--- config.mk ---
export PLATFORM = sky130hd
export DESIGN_NAME = sha1_hash_engine_core_flat
export DESIGN_NICKNAME = d
export VERILOG_FILES = /design/src/sv/sha1e_pkg.sv /design/src/sv/sha1e_if.sv /design/src/sv/sha1e_round.sv /design/src/sv/sha1_hash_engine_core.sv /design/src/flat_wrapper.sv
export SDC_FILE = /design/constraint.sdc
export NUM_CORES = 2
export LEC_CHECK = 0
export ABC_CLOCK_PERIOD_IN_PS = 14100
export BUFFER_PORTS_ARGS = -buffer_cell sky130_fd_sc_hd__buf_2
export CAP_MARGIN = 20
export CORE_ASPECT_RATIO = 0.9
export CORE_MARGIN = 1.5
export CORE_UTILIZATION = 55
export CTS_CLUSTER_DIAMETER = 200
export DETAILED_ROUTE_END_ITERATION = 8
export MAX_ROUTING_LAYER = met4
export PLACE_DENSITY = 0.75
export SLEW_MARGIN = 20
export SYNTH_ARGS = -nofsm -noshare
export SYNTH_HDL_FRONTEND = slang
export SYNTH_HIERARCHICAL = 1
export SYNTH_SLANG_ARGS = --single-unit
--- constraint.sdc ---
create_clock -name i_clk -period 14.1 [get_ports i_clk]
set_clock_uncertainty 0.2 [all_clocks]
set_input_delay 1.41 -clock i_clk [delete_from_list [all_inputs] [get_ports i_clk]]
set_output_delay 1.41 -clock i_clk [all_outputs]
set_load 0.01 [all_outputs]
--- src/sv/sha1e_pkg.sv ---
// Package for the SHA-1 hash engine: constants, round tables and shared types.
// No dependencies; the design files refer to it by scoped names, the testbench imports it.
`default_nettype none
package sha1e_pkg;

    localparam int WORD_W     = 32;
    localparam int BYTE_W     = 8;
    localparam int NUM_WORDS  = 5;
    localparam int BLK_WORDS  = 16;
    localparam int BLK_BITS   = BLK_WORDS * WORD_W;
    localparam int POS_W      = 6;
    localparam int ROUND_W    = 7;
    localparam int CNT_W      = 64;

    localparam logic [ROUND_W-1:0] ROUND_LAST = 7'd79;
    localparam logic [POS_W-1:0]   POS_LAST   = 6'd63;
    localparam logic [POS_W-1:0]   POS_LEN    = 6'd56;
    localparam logic [BYTE_W-1:0]  PAD_MARK   = 8'h80;
    localparam logic [CNT_W-1:0]   CNT_STEP   = 64'd8;

    localparam logic OP_ABSORB = 1'b0;
    localparam logic OP_FINISH = 1'b1;

    typedef logic [WORD_W-1:0] t_word;
    typedef t_word [NUM_WORDS-1:0] t_chain;

    localparam t_chain INIT_H = {
        32'hC3D2E1F0, 32'h10325476, 32'h98BADCFE, 32'hEFCDAB89, 32'h67452301
    };

    typedef struct packed {
        logic               init;
        logic               step;
        logic [ROUND_W-1:0] idx;
    } t_round_ctl;

    function automatic t_word round_k(input logic [ROUND_W-1:0] idx);
        t_word k;
        if (idx < 7'd20) begin
            k = 32'h5A827999;
        end else if (idx < 7'd40) begin
            k = 32'h6ED9EBA1;
        end else if (idx < 7'd60) begin
            k = 32'h8F1BBCDC;
        end else begin
            k = 32'hCA62C1D6;
        end
        return k;
    endfunction

    function automatic t_word round_f(input logic [ROUND_W-1:0] idx,
                                      input t_word b, input t_word c, input t_word d);
        t_word f;
        if (idx < 7'd20) begin
            f = (b & c) | (~b & d);
        end else if (idx < 7'd40) begin
            f = b ^ c ^ d;
        end else if (idx < 7'd60) begin
            f = (b & c) | (b & d) | (c & d);
        end else begin
            f = b ^ c ^ d;
        end
        return f;
    endfunction

endpackage
`default_nettype wire

--- src/sv/sha1e_if.sv ---
// Channel interfaces of the SHA-1 hash engine: message input and digest output.
// Depends on sha1e_pkg for field widths.
`default_nettype none
interface sha1e_in_if;
    logic                           valid;
    logic                           ready;
    logic                           opcode;
    logic [sha1e_pkg::BYTE_W-1:0]   data_byte;

    modport source (output valid, output opcode, output data_byte, input ready);
    modport sink   (input valid, input opcode, input data_byte, output ready);
endinterface

interface sha1e_out_if;
    logic                 valid;
    logic                 ready;
    sha1e_pkg::t_word     digest_word0;
    sha1e_pkg::t_word     digest_word1;
    sha1e_pkg::t_word     digest_word2;
    sha1e_pkg::t_word     digest_word3;
    sha1e_pkg::t_word     digest_word4;
    logic                 error_flag;

    modport source (output valid, output digest_word0, output digest_word1,
                    output digest_word2, output digest_word3, output digest_word4,
                    output error_flag, input ready);
    modport sink   (input valid, input digest_word0, input digest_word1,
                    input digest_word2, input digest_word3, input digest_word4,
                    input error_flag, output ready);
endinterface
`default_nettype wire

--- src/sv/sha1e_round.sv ---
// SHA-1 round unit: working registers a..e and one compression round per step.
// Depends on sha1e_pkg for the round functions, constants and control struct.
`default_nettype none
module sha1e_round (
    input  wire logic                  i_clk,
    input  wire sha1e_pkg::t_round_ctl i_ctl,
    input  wire sha1e_pkg::t_chain     i_chain,
    input  wire sha1e_pkg::t_word      i_w,
    output      sha1e_pkg::t_chain     o_work
);

    sha1e_pkg::t_chain r_work;
    sha1e_pkg::t_chain n_work;
    sha1e_pkg::t_word  temp;

    always_comb begin
        temp = {r_work[0][26:0], r_work[0][31:27]}
             + sha1e_pkg::round_f(i_ctl.idx, r_work[1], r_work[2], r_work[3])
             + r_work[4] + i_w + sha1e_pkg::round_k(i_ctl.idx);
        n_work = r_work;
        if (i_ctl.init) begin
            n_work = i_chain;
        end else if (i_ctl.step) begin
            n_work[4] = r_work[3];
            n_work[3] = r_work[2];
            n_work[2] = {r_work[1][1:0], r_work[1][31:2]};
            n_work[1] = r_work[0];
            n_work[0] = temp;
        end
    end

    always_ff @(posedge i_clk) begin
        r_work <= n_work;
    end

    assign o_work = r_work;

endmodule
`default_nettype wire

--- src/sv/sha1_hash_engine_core.sv ---
// SHA-1 hash engine top level: byte intake, padding sequencer and chaining value.
// Depends on sha1e_pkg, sha1e_if (channel interfaces) and sha1e_round.
//
// Usage. Message bytes enter on i_in, one beat per byte with opcode absorb;
// a beat with opcode finish closes the message. Each finish produces one beat
// on o_out carrying the five digest words (word0 holds the first digest byte
// in its top bits) and error_flag. Absorbs produce nothing.
// The 64th byte of a block starts compression: the single round unit runs its
// rounds, then a fold step adds the result into the chaining value; the input
// is held off (ready low) until the fold is done, so no byte is taken while a
// block compresses. A finish feeds the marker, zero fill and length through
// the same byte path, one byte per cycle outside the rounds, then compresses
// one or two blocks and gives its result beat. When the 64-bit bit count has
// overflowed, a finish skips padding and compression and goes straight to
// its result beat (all-zero digest, error_flag set).
// Absorbs are still taken while a digest beat waits on o_out; a later finish
// holds its result until the receiver takes the pending beat.
// Reset (synchronous, active low) clears the message state and loads the
// initial hash words; every finish returns the block to that same state.
`default_nettype none
module sha1_hash_engine_core (
    input  wire logic   i_clk,
    input  wire logic   i_rst_n,
    sha1e_in_if.sink    i_in,
    sha1e_out_if.source o_out
);

    typedef enum logic [2:0] {
        S_IDLE,
        S_ROUND,
        S_FOLD,
        S_PAD,
        S_FIN
    } t_state;

    t_state                               r_state,     n_state;
    sha1e_pkg::t_chain                    r_chain,     n_chain;
    logic [sha1e_pkg::CNT_W-1:0]          r_cnt,       n_cnt;
    logic [sha1e_pkg::POS_W-1:0]          r_pos,       n_pos;
    logic                                 r_mark,      n_mark;
    logic                                 r_mark_done, n_mark_done;
    logic                                 r_len,       n_len;
    logic [sha1e_pkg::ROUND_W-1:0]        r_round,     n_round;
    logic                                 r_out_valid, n_out_valid;
    logic [sha1e_pkg::BLK_BITS-1:0]       r_blk,       n_blk;
    sha1e_pkg::t_chain                    r_dig,       n_dig;
    logic                                 r_err,       n_err;

    sha1e_pkg::t_round_ctl                round_ctl;
    sha1e_pkg::t_chain                    work;
    logic                                 wr_en;
    logic [sha1e_pkg::BYTE_W-1:0]         wr_byte;
    logic [sha1e_pkg::CNT_W-1:0]          cnt_inc;
    logic [sha1e_pkg::CNT_W-1:0]          len_shift;
    sha1e_pkg::t_word                     sched_mix;
    sha1e_pkg::t_word                     sched_new;

    sha1e_round u_round (
        .i_clk   (i_clk),
        .i_ctl   (round_ctl),
        .i_chain (r_chain),
        .i_w     (r_blk[511:480]),
        .o_work  (work)
    );

    assign cnt_inc   = r_cnt + sha1e_pkg::CNT_STEP;
    assign len_shift = r_cnt << {r_pos[2:0], 3'b000};

    // Schedule window: word j of the window sits at r_blk[511-32j -: 32].
    assign sched_mix = r_blk[95:64] ^ r_blk[255:224] ^ r_blk[447:416] ^ r_blk[511:480];
    assign sched_new = {sched_mix[30:0], sched_mix[31]};

    always_comb begin
        n_state     = r_state;
        n_chain     = r_chain;
        n_cnt       = r_cnt;
        n_pos       = r_pos;
        n_mark      = r_mark;
        n_mark_done = r_mark_done;
        n_len       = r_len;
        n_round     = r_round;
        n_out_valid = r_out_valid && !o_out.ready;
        n_blk       = r_blk;
        n_dig       = r_dig;
        n_err       = r_err;
        round_ctl   = '0;
        round_ctl.idx = r_round;
        wr_en       = 1'b0;
        wr_byte     = '0;

        case (r_state)
            S_IDLE: begin
                if (i_in.valid) begin
                    if (i_in.opcode == sha1e_pkg::OP_ABSORB) begin
                        if (!r_mark) begin
                            wr_en   = 1'b1;
                            wr_byte = i_in.data_byte;
                            n_cnt   = cnt_inc;
                            if (cnt_inc == '0) begin
                                n_mark = 1'b1;
                            end
                        end
                    end else if (r_mark) begin
                        n_state = S_FIN;
                    end else begin
                        n_state     = S_PAD;
                        n_mark_done = 1'b0;
                        n_len       = 1'b0;
                    end
                end
            end
            S_PAD: begin
                wr_en = 1'b1;
                if (!r_mark_done) begin
                    wr_byte     = sha1e_pkg::PAD_MARK;
                    n_mark_done = 1'b1;
                end else if (r_len || r_pos == sha1e_pkg::POS_LEN) begin
                    // Length field, most significant byte first.
                    wr_byte = len_shift[63:56];
                    n_len   = 1'b1;
                end else begin
                    wr_byte = '0;
                end
            end
            S_ROUND: begin
                round_ctl.step = 1'b1;
                n_blk = {r_blk[479:0], sched_new};
                if (r_round == sha1e_pkg::ROUND_LAST) begin
                    n_round = '0;
                    n_state = S_FOLD;
                end else begin
                    n_round = r_round + 1'b1;
                end
            end
            S_FOLD: begin
                for (int i = 0; i < sha1e_pkg::NUM_WORDS; i++) begin
                    n_chain[i] = r_chain[i] + work[i];
                end
                if (!r_mark_done) begin
                    n_state = S_IDLE;
                end else if (r_len) begin
                    n_state = S_FIN;
                end else begin
                    n_state = S_PAD;
                end
            end
            S_FIN: begin
                if (!r_out_valid || o_out.ready) begin
                    n_out_valid = 1'b1;
                    n_err       = r_mark;
                    n_dig       = r_mark ? '0 : r_chain;
                    n_chain     = sha1e_pkg::INIT_H;
                    n_cnt       = '0;
                    n_pos       = '0;
                    n_mark      = 1'b0;
                    n_mark_done = 1'b0;
                    n_len       = 1'b0;
                    n_state     = S_IDLE;
                end
            end
            default: begin
                n_state = S_IDLE;
            end
        endcase

        if (wr_en) begin
            n_blk = {r_blk[503:0], wr_byte};
            n_pos = r_pos + 1'b1;
            if (r_pos == sha1e_pkg::POS_LAST) begin
                n_state        = S_ROUND;
                round_ctl.init = 1'b1;
            end
        end
    end

    always_ff @(posedge i_clk) begin
        r_blk <= n_blk;
        r_dig <= n_dig;
        r_err <= n_err;
        if (!i_rst_n) begin
            r_state     <= S_IDLE;
            r_chain     <= sha1e_pkg::INIT_H;
            r_cnt       <= '0;
            r_pos       <= '0;
            r_mark      <= 1'b0;
            r_mark_done <= 1'b0;
            r_len       <= 1'b0;
            r_round     <= '0;
            r_out_valid <= 1'b0;
        end else begin
            r_state     <= n_state;
            r_chain     <= n_chain;
            r_cnt       <= n_cnt;
            r_pos       <= n_pos;
            r_mark      <= n_mark;
            r_mark_done <= n_mark_done;
            r_len       <= n_len;
            r_round     <= n_round;
            r_out_valid <= n_out_valid;
        end
    end

    assign i_in.ready         = (r_state == S_IDLE);
    assign o_out.valid        = r_out_valid;
    assign o_out.digest_word0 = r_dig[0];
    assign o_out.digest_word1 = r_dig[1];
    assign o_out.digest_word2 = r_dig[2];
    assign o_out.digest_word3 = r_dig[3];
    assign o_out.digest_word4 = r_dig[4];
    assign o_out.error_flag   = r_err;

    // A block is compressed only once all 64 of its bytes are in.
    a_pos_in_round: assert property (@(posedge i_clk) disable iff (!i_rst_n)
        (r_state == S_ROUND) |-> (r_pos == '0))
        else $error("byte position not at block start during rounds");

    // Once the bit count has wrapped, no byte may advance it again.
    a_mark_count: assert property (@(posedge i_clk) disable iff (!i_rst_n)
        r_mark |-> (r_cnt == '0))
        else $error("bit count moved after overflow");

    // The round counter runs only inside the round phase.
    a_round_idle: assert property (@(posedge i_clk) disable iff (!i_rst_n)
        (r_state != S_ROUND) |-> (r_round == '0))
        else $error("round counter active outside rounds");

    // The last round is always followed by the fold into the chaining value.
    a_last_fold: assert property (@(posedge i_clk) disable iff (!i_rst_n)
        (r_state == S_ROUND && r_round == sha1e_pkg::ROUND_LAST) |=> (r_state == S_FOLD))
        else $error("fold did not follow the last round");

    // An overflowed message reports an all-zero digest.
    a_err_zero: assert property (@(posedge i_clk) disable iff (!i_rst_n)
        (r_out_valid && r_err) |-> (r_dig == '0))
        else $error("error beat carries a nonzero digest");

endmodule
`default_nettype wire

--- src/flat_wrapper.sv ---
// flat-port wrapper written by rule: the top's interface ports become plain ports
module sha1_hash_engine_core_flat 
  (i_clk, i_rst_n, i_in_valid, i_in_opcode, i_in_data_byte, i_in_ready, o_out_valid, o_out_digest_word0, o_out_digest_word1, o_out_digest_word2, o_out_digest_word3, o_out_digest_word4, o_out_error_flag, o_out_ready);
  sha1e_in_if i_in_i ();
  sha1e_out_if o_out_i ();
  input  wire logic i_clk;
  input  wire logic i_rst_n;
  input wire logic [$bits(i_in_i.valid)-1:0] i_in_valid;
  input wire logic [$bits(i_in_i.opcode)-1:0] i_in_opcode;
  input wire logic [$bits(i_in_i.data_byte)-1:0] i_in_data_byte;
  output wire logic [$bits(i_in_i.ready)-1:0] i_in_ready;
  output wire logic [$bits(o_out_i.valid)-1:0] o_out_valid;
  output wire logic [$bits(o_out_i.digest_word0)-1:0] o_out_digest_word0;
  output wire logic [$bits(o_out_i.digest_word1)-1:0] o_out_digest_word1;
  output wire logic [$bits(o_out_i.digest_word2)-1:0] o_out_digest_word2;
  output wire logic [$bits(o_out_i.digest_word3)-1:0] o_out_digest_word3;
  output wire logic [$bits(o_out_i.digest_word4)-1:0] o_out_digest_word4;
  output wire logic [$bits(o_out_i.error_flag)-1:0] o_out_error_flag;
  input wire logic [$bits(o_out_i.ready)-1:0] o_out_ready;
  assign i_in_i.valid = i_in_valid;
  assign i_in_i.opcode = i_in_opcode;
  assign i_in_i.data_byte = i_in_data_byte;
  assign i_in_ready = i_in_i.ready;
  assign o_out_valid = o_out_i.valid;
  assign o_out_digest_word0 = o_out_i.digest_word0;
  assign o_out_digest_word1 = o_out_i.digest_word1;
  assign o_out_digest_word2 = o_out_i.digest_word2;
  assign o_out_digest_word3 = o_out_i.digest_word3;
  assign o_out_digest_word4 = o_out_i.digest_word4;
  assign o_out_error_flag = o_out_i.error_flag;
  assign o_out_i.ready = o_out_ready;
  sha1_hash_engine_core u_core (.i_clk(i_clk), .i_rst_n(i_rst_n), .i_in(i_in_i), .o_out(o_out_i));
endmodule
==> PnR_summary.wiki <==
{| class="wikitable"
! Metric !! Value
|-
| Status || complete, no violations
|-
| Count of standard-cell rows || 113
|-
| Sequential share of the synthesized area || 50.70%
|-
| Maximum VDD drop || between 0.00015 and 0.0002 V
|-
| Mean area per synthesized cell || approximately 9.9 µm²
|-
| Via count of the first global-routing pass || a little over 40k
|-
| Detailed-router iteration count before antenna repair || 6
|-
| Flop pwr share || a little under two fifths
|-
| First-pass GRT wire length || roughly 240000 µm
|-
| Initial core utilization || between 50 and 60%
|-
| Reg area || 29840 µm²
|-
| Total Neg Setup Slack || 0 ns
|-
| Switching part of the total || 35.96%
|-
| Fraction of synthesized cell area taken by the top area cell type || between 40% and 50%
|-
| Hold_buf cts || 0
|-
| Largest fanout on the critical path || 91
|-
| Net count reported at finish || approximately 6.4k
|-
| Max clock buf depth || 3
|-
| Setup violators final || 0
|-
| Number of remaining DRC errors || 0
|-
| Maximum number of pins on one net before global-route repair || between 200 and 300
|-
| Startpoint of the lowest-slack hold path || u_core/r_pos[5]$_SDFFE_PN0P_
|-
| Number of synthesized flops with an enable pin || 833
|-
| Ratio of cells with drive above 1 in the final layout || under 10%
|-
| Synth-to-layout area growth || 9.728%
|-
| Post-CTS Setup Bufs || 0
|-
| Biggest cell delay along the critical path || roughly 0.8 ns
|-
| Cell count after synthesis || approximately 6k
|-
| Routed WL || 153500 µm
|-
| Cell area after layout || 64580 µm²
|-
| Fill cells || a little under 9k
|-
| Tmin final || about 6.1 ns
|-
| Area of combinational cells with multiple inputs || roughly 27000 µm²
|-
| Cell with the most instances on the worst path || sky130_fd_sc_hd__buf_4
|-
| IO Port Bufs || between 150 and 200
|-
| Setup CP Type || in2reg
|-
| Arrival time worst endpoint || 6.24 ns
|-
| Core footprint || 105800 µm²
|-
| CP cell instances || buf_2 > nor3b_1 > nand2_1 > a21oi_4 > nand4_1 > inv_6 > or2_4 > buf_4 > buf_4
|-
| Critical Path Source Type || input pin
|-
| Overall die height || about 310 µm
|-
| Max-slew violation count || 0
|-
| Total clock sinks || 1074
|-
| Power share of the combinational group || between 30 and 40%
|-
| Pwr dens || approximately 180 nW/µm²
|-
| Weighted congestion reported at the end of routability-driven placement || just under 1
|-
| Tcrit/Tclk final || 43.30%
|-
| Number of library cell types mapped by synthesis || between 90 and 100
|-
| Most frequent cells after synthesis || sky130_fd_sc_hd__nand2_1 (1740), sky130_fd_sc_hd__edfxtp_1 (833), sky130_fd_sc_hd__a21oi_1 (302)
|-
| Boundary pin count || between 150 and 200
|-
| TritonCTS clock tree || built
|-
| Placed Instance Area || between 60000 and 70000 µm²
|-
| Netlist area before placement || roughly 59000 µm²
|-
| Via count normalized by instance count || approximately 6
|-
| Net Switching || between 4 and 5 mW
|-
| Clock edge transition at the registers on the reported setup and hold paths || about 0.060 ns
|-
| Die Outline Area || 109000 µm²
|-
| Sort of element at the end of the critical path || flop
|-
| Total congestion overflow after global routing || 0
|-
| RSZ-0062 raised after global routing || false
|-
| Critical path data required time || 14.23 ns
|-
| P_int || about 7.6 mW
|-
| First-iteration detailed-routing DRC count || approximately 4.7k
|-
| Buffering stage count on the worst path with inverters included || 4
|-
| Antenna violations before repair || 1
|-
| Die X-Extent || 347.8 µm
|-
| Family of cells with the greatest summed delay on the critical path || buffers and inverters
|-
| Crit Reg-Reg Startpoint || u_core/r_round[4]$_SDFFE_PN0P_
|-
| CP max stage cell || sky130_fd_sc_hd__buf_4
|-
| Number of maximum-capacitance constraint violations || 0
|-
| Part of the power in the clock network || between 20% and 30%
|-
| Quantity of gates resized following cts || 0
|-
| Gr usage total || roughly 29%
|-
| Latest clock arrival within the worst-skew pair || between 0.7 and 0.8 ns
|-
| Total CTS buffers || between 100 and 150
|-
| Largest area contributor in the synthesized netlist || sky130_fd_sc_hd__edfxtp_1
|-
| Net count of the mapped netlist || 6307
|-
| Max transition margin || 22.95%
|-
| Worst setup path startpoint || i_in_opcode
|-
| Half-perimeter wire length of the detailed placement result || about 110000 µm
|-
| Most common flop cell mapped by yosys || sky130_fd_sc_hd__edfxtp_1
|-
| Cell types occupying the most area after synthesis || sky130_fd_sc_hd__edfxtp_1 (43%), sky130_fd_sc_hd__nand2_1 (11%), sky130_fd_sc_hd__dfxtp_1 (8.2%), sky130_fd_sc_hd__fa_1 (4.3%), sky130_fd_sc_hd__ha_1 (4.2%)
|-
| Maximum achievable frequency || about 160 MHz
|-
| Type of the worst min-delay path || reg2reg
|-
| Most numerous cell in the Yosys netlist || sky130_fd_sc_hd__nand2_1
|-
| H-tree depth reported by CTS || 3
|-
| Seq cells post-synth || about 1.1k
|-
| Detailed-route wire length per cell || between 20 and 25 µm
|-
| Worst-margin pin slew || between 1 and 1.5 ns
|-
| Hold Fails Final Rpt || 0
|-
| Leakage power summed over all cells || roughly 26 nW
|-
| Clock root buffer || sky130_fd_sc_hd__clkbuf_16
|-
| Synthesis warning total || 6
|-
| Total vias in the final route || ~44k
|-
| Async set-reset flop share out of synthesis || 0%
|-
| Number of nets still failing antenna checks after routing || 0
|}
-- power groups by stage --
| stage | registers, mW | logic (mW) | clock network [mW] |
|---|---|---|---|
| finish | 4.36 | 4.45 | 3.04 |
| global placement | 4.40 | 4.28 | 0 |
| floorplan | 4.30 | 3.37 | 0 |
| CTS | 4.35 | 4.38 | 3.09 |
| detailed placement | 4.41 | 4.35 | 0 |
| global route | 4.39 | 4.93 | 3.21 |
-- per-stage QoR --
step | setup WS (ns) | hold slack [ns] | total power [mW] | instances | utilization, %
2_1_floorplan | 4.875 | 0.2225 | 7.671 | 5973 | -
3_3_place_gp | 7.436 | 0.2373 | 8.680 | 7291 | 57.49
3_5_place_dp | 7.315 | 0.2695 | 8.758 | 7292 | 57.50
4_1_cts | 8.067 | 0.2781 | 11.83 | 7496 | 61.03
5_1_grt | 7.595 | 0.2869 | 12.52 | 7497 | 61.05
6_report | 7.995 | 0.2735 | 11.85 | 7501 | 61.06
-- per-layer routing --
layer,GRT usage (%),vias to the layer above,wire length (µm),part of all wire (%)
met5,-,-,0,0
met4,9.676,0,5178,3.4
met3,3.231,281,10550,6.9
met2,44.26,1594,70820,46
met1,39.73,21265,66950,44
li1,-,20796,-,-
-- cell type report --
class                           count  share of cell area (%)
Timing Repair Buffer              224                   2.021
Antenna cell                        4                 0.01550
Multi-Input combinational cell   4390                   41.97
Clock buffer                      134                   4.530
Inverter                          225                   1.331
Tap cell                         1380                   2.674
Sequential cell                  1074                   46.21
Clock inverter                     70                   1.252
-- layout by cell type, fill, tap and decap left out, types with 30 or more instances in the layout --
cell type / netlist / final
sky130_fd_sc_hd__nand2_1: 1740 / 1738
sky130_fd_sc_hd__edfxtp_1: 833 / 833
sky130_fd_sc_hd__a21oi_1: 302 / 301
sky130_fd_sc_hd__nor2_1: 301 / 297
sky130_fd_sc_hd__o21ai_0: 244 / 244
sky130_fd_sc_hd__dfxtp_1: 241 / 240
sky130_fd_sc_hd__inv_1: 220 / 219
sky130_fd_sc_hd__xnor2_1: 203 / 203
sky130_fd_sc_hd__ha_1: 196 / 196
sky130_fd_sc_hd__nor2b_1: 183 / 183
sky130_fd_sc_hd__buf_2: 4 / 175
sky130_fd_sc_hd__fa_1: 125 / 125
sky130_fd_sc_hd__mux2_2: 123 / 123
sky130_fd_sc_hd__clkbuf_16: 0 / 112
sky130_fd_sc_hd__a21o_1: 97 / 96
sky130_fd_sc_hd__xor2_1: 87 / 87
sky130_fd_sc_hd__nand3_1: 87 / 87
sky130_fd_sc_hd__nor3_1: 84 / 82
sky130_fd_sc_hd__buf_4: 5 / 44
sky130_fd_sc_hd__and3_1: 41 / 41
sky130_fd_sc_hd__nand4_1: 37 / 37
sky130_fd_sc_hd__a31oi_1: 36 / 36
sky130_fd_sc_hd__mux2i_1: 36 / 36
sky130_fd_sc_hd__a22oi_1: 30 / 30
sky130_fd_sc_hd__o21a_1: 30 / 30
-- worst paths after layout --
kind | to | slack [ns] | cells after the start
setup / recovery | u_core/u_round/o_work[82]$_DFFE_PP_ | 8.00 | 9
setup reg to reg | u_core/u_round/o_work[24]$_DFFE_PP_ | 8.17 | 18
hold / removal | u_core/r_pos[5]$_SDFFE_PN0P_ | 0.27 | 1
hold reg to reg | u_core/r_pos[5]$_SDFFE_PN0P_ | 0.27 | 1
-- registers in the layout, indices dropped and copies added, names as in the netlist, 3 cells and up --
signal and count:
u_core/r_state 3, u_core/o_out.digest_word0 32, u_core/o_out.digest_word3 32, u_core/r_cnt 61, u_core/r_chain 160, u_core/o_out.digest_word2 32
u_core/r_round 7, u_core/r_pos 6, u_core/r_blk 512, u_core/u_round/o_work 160, u_core/o_out.digest_word1 32, u_core/o_out.digest_word4 32
-- logic make-up after synthesis --
logic type / share of synthesized area (%)
mux: 3.521
flops: 50.70
simple gates: 18.98
buf+inv: 3.367
fa+ha+maj: 8.419
compound gates: 10.69
xor+xnor: 4.316
No activity file was read; power rests on OpenSTA's default activity.
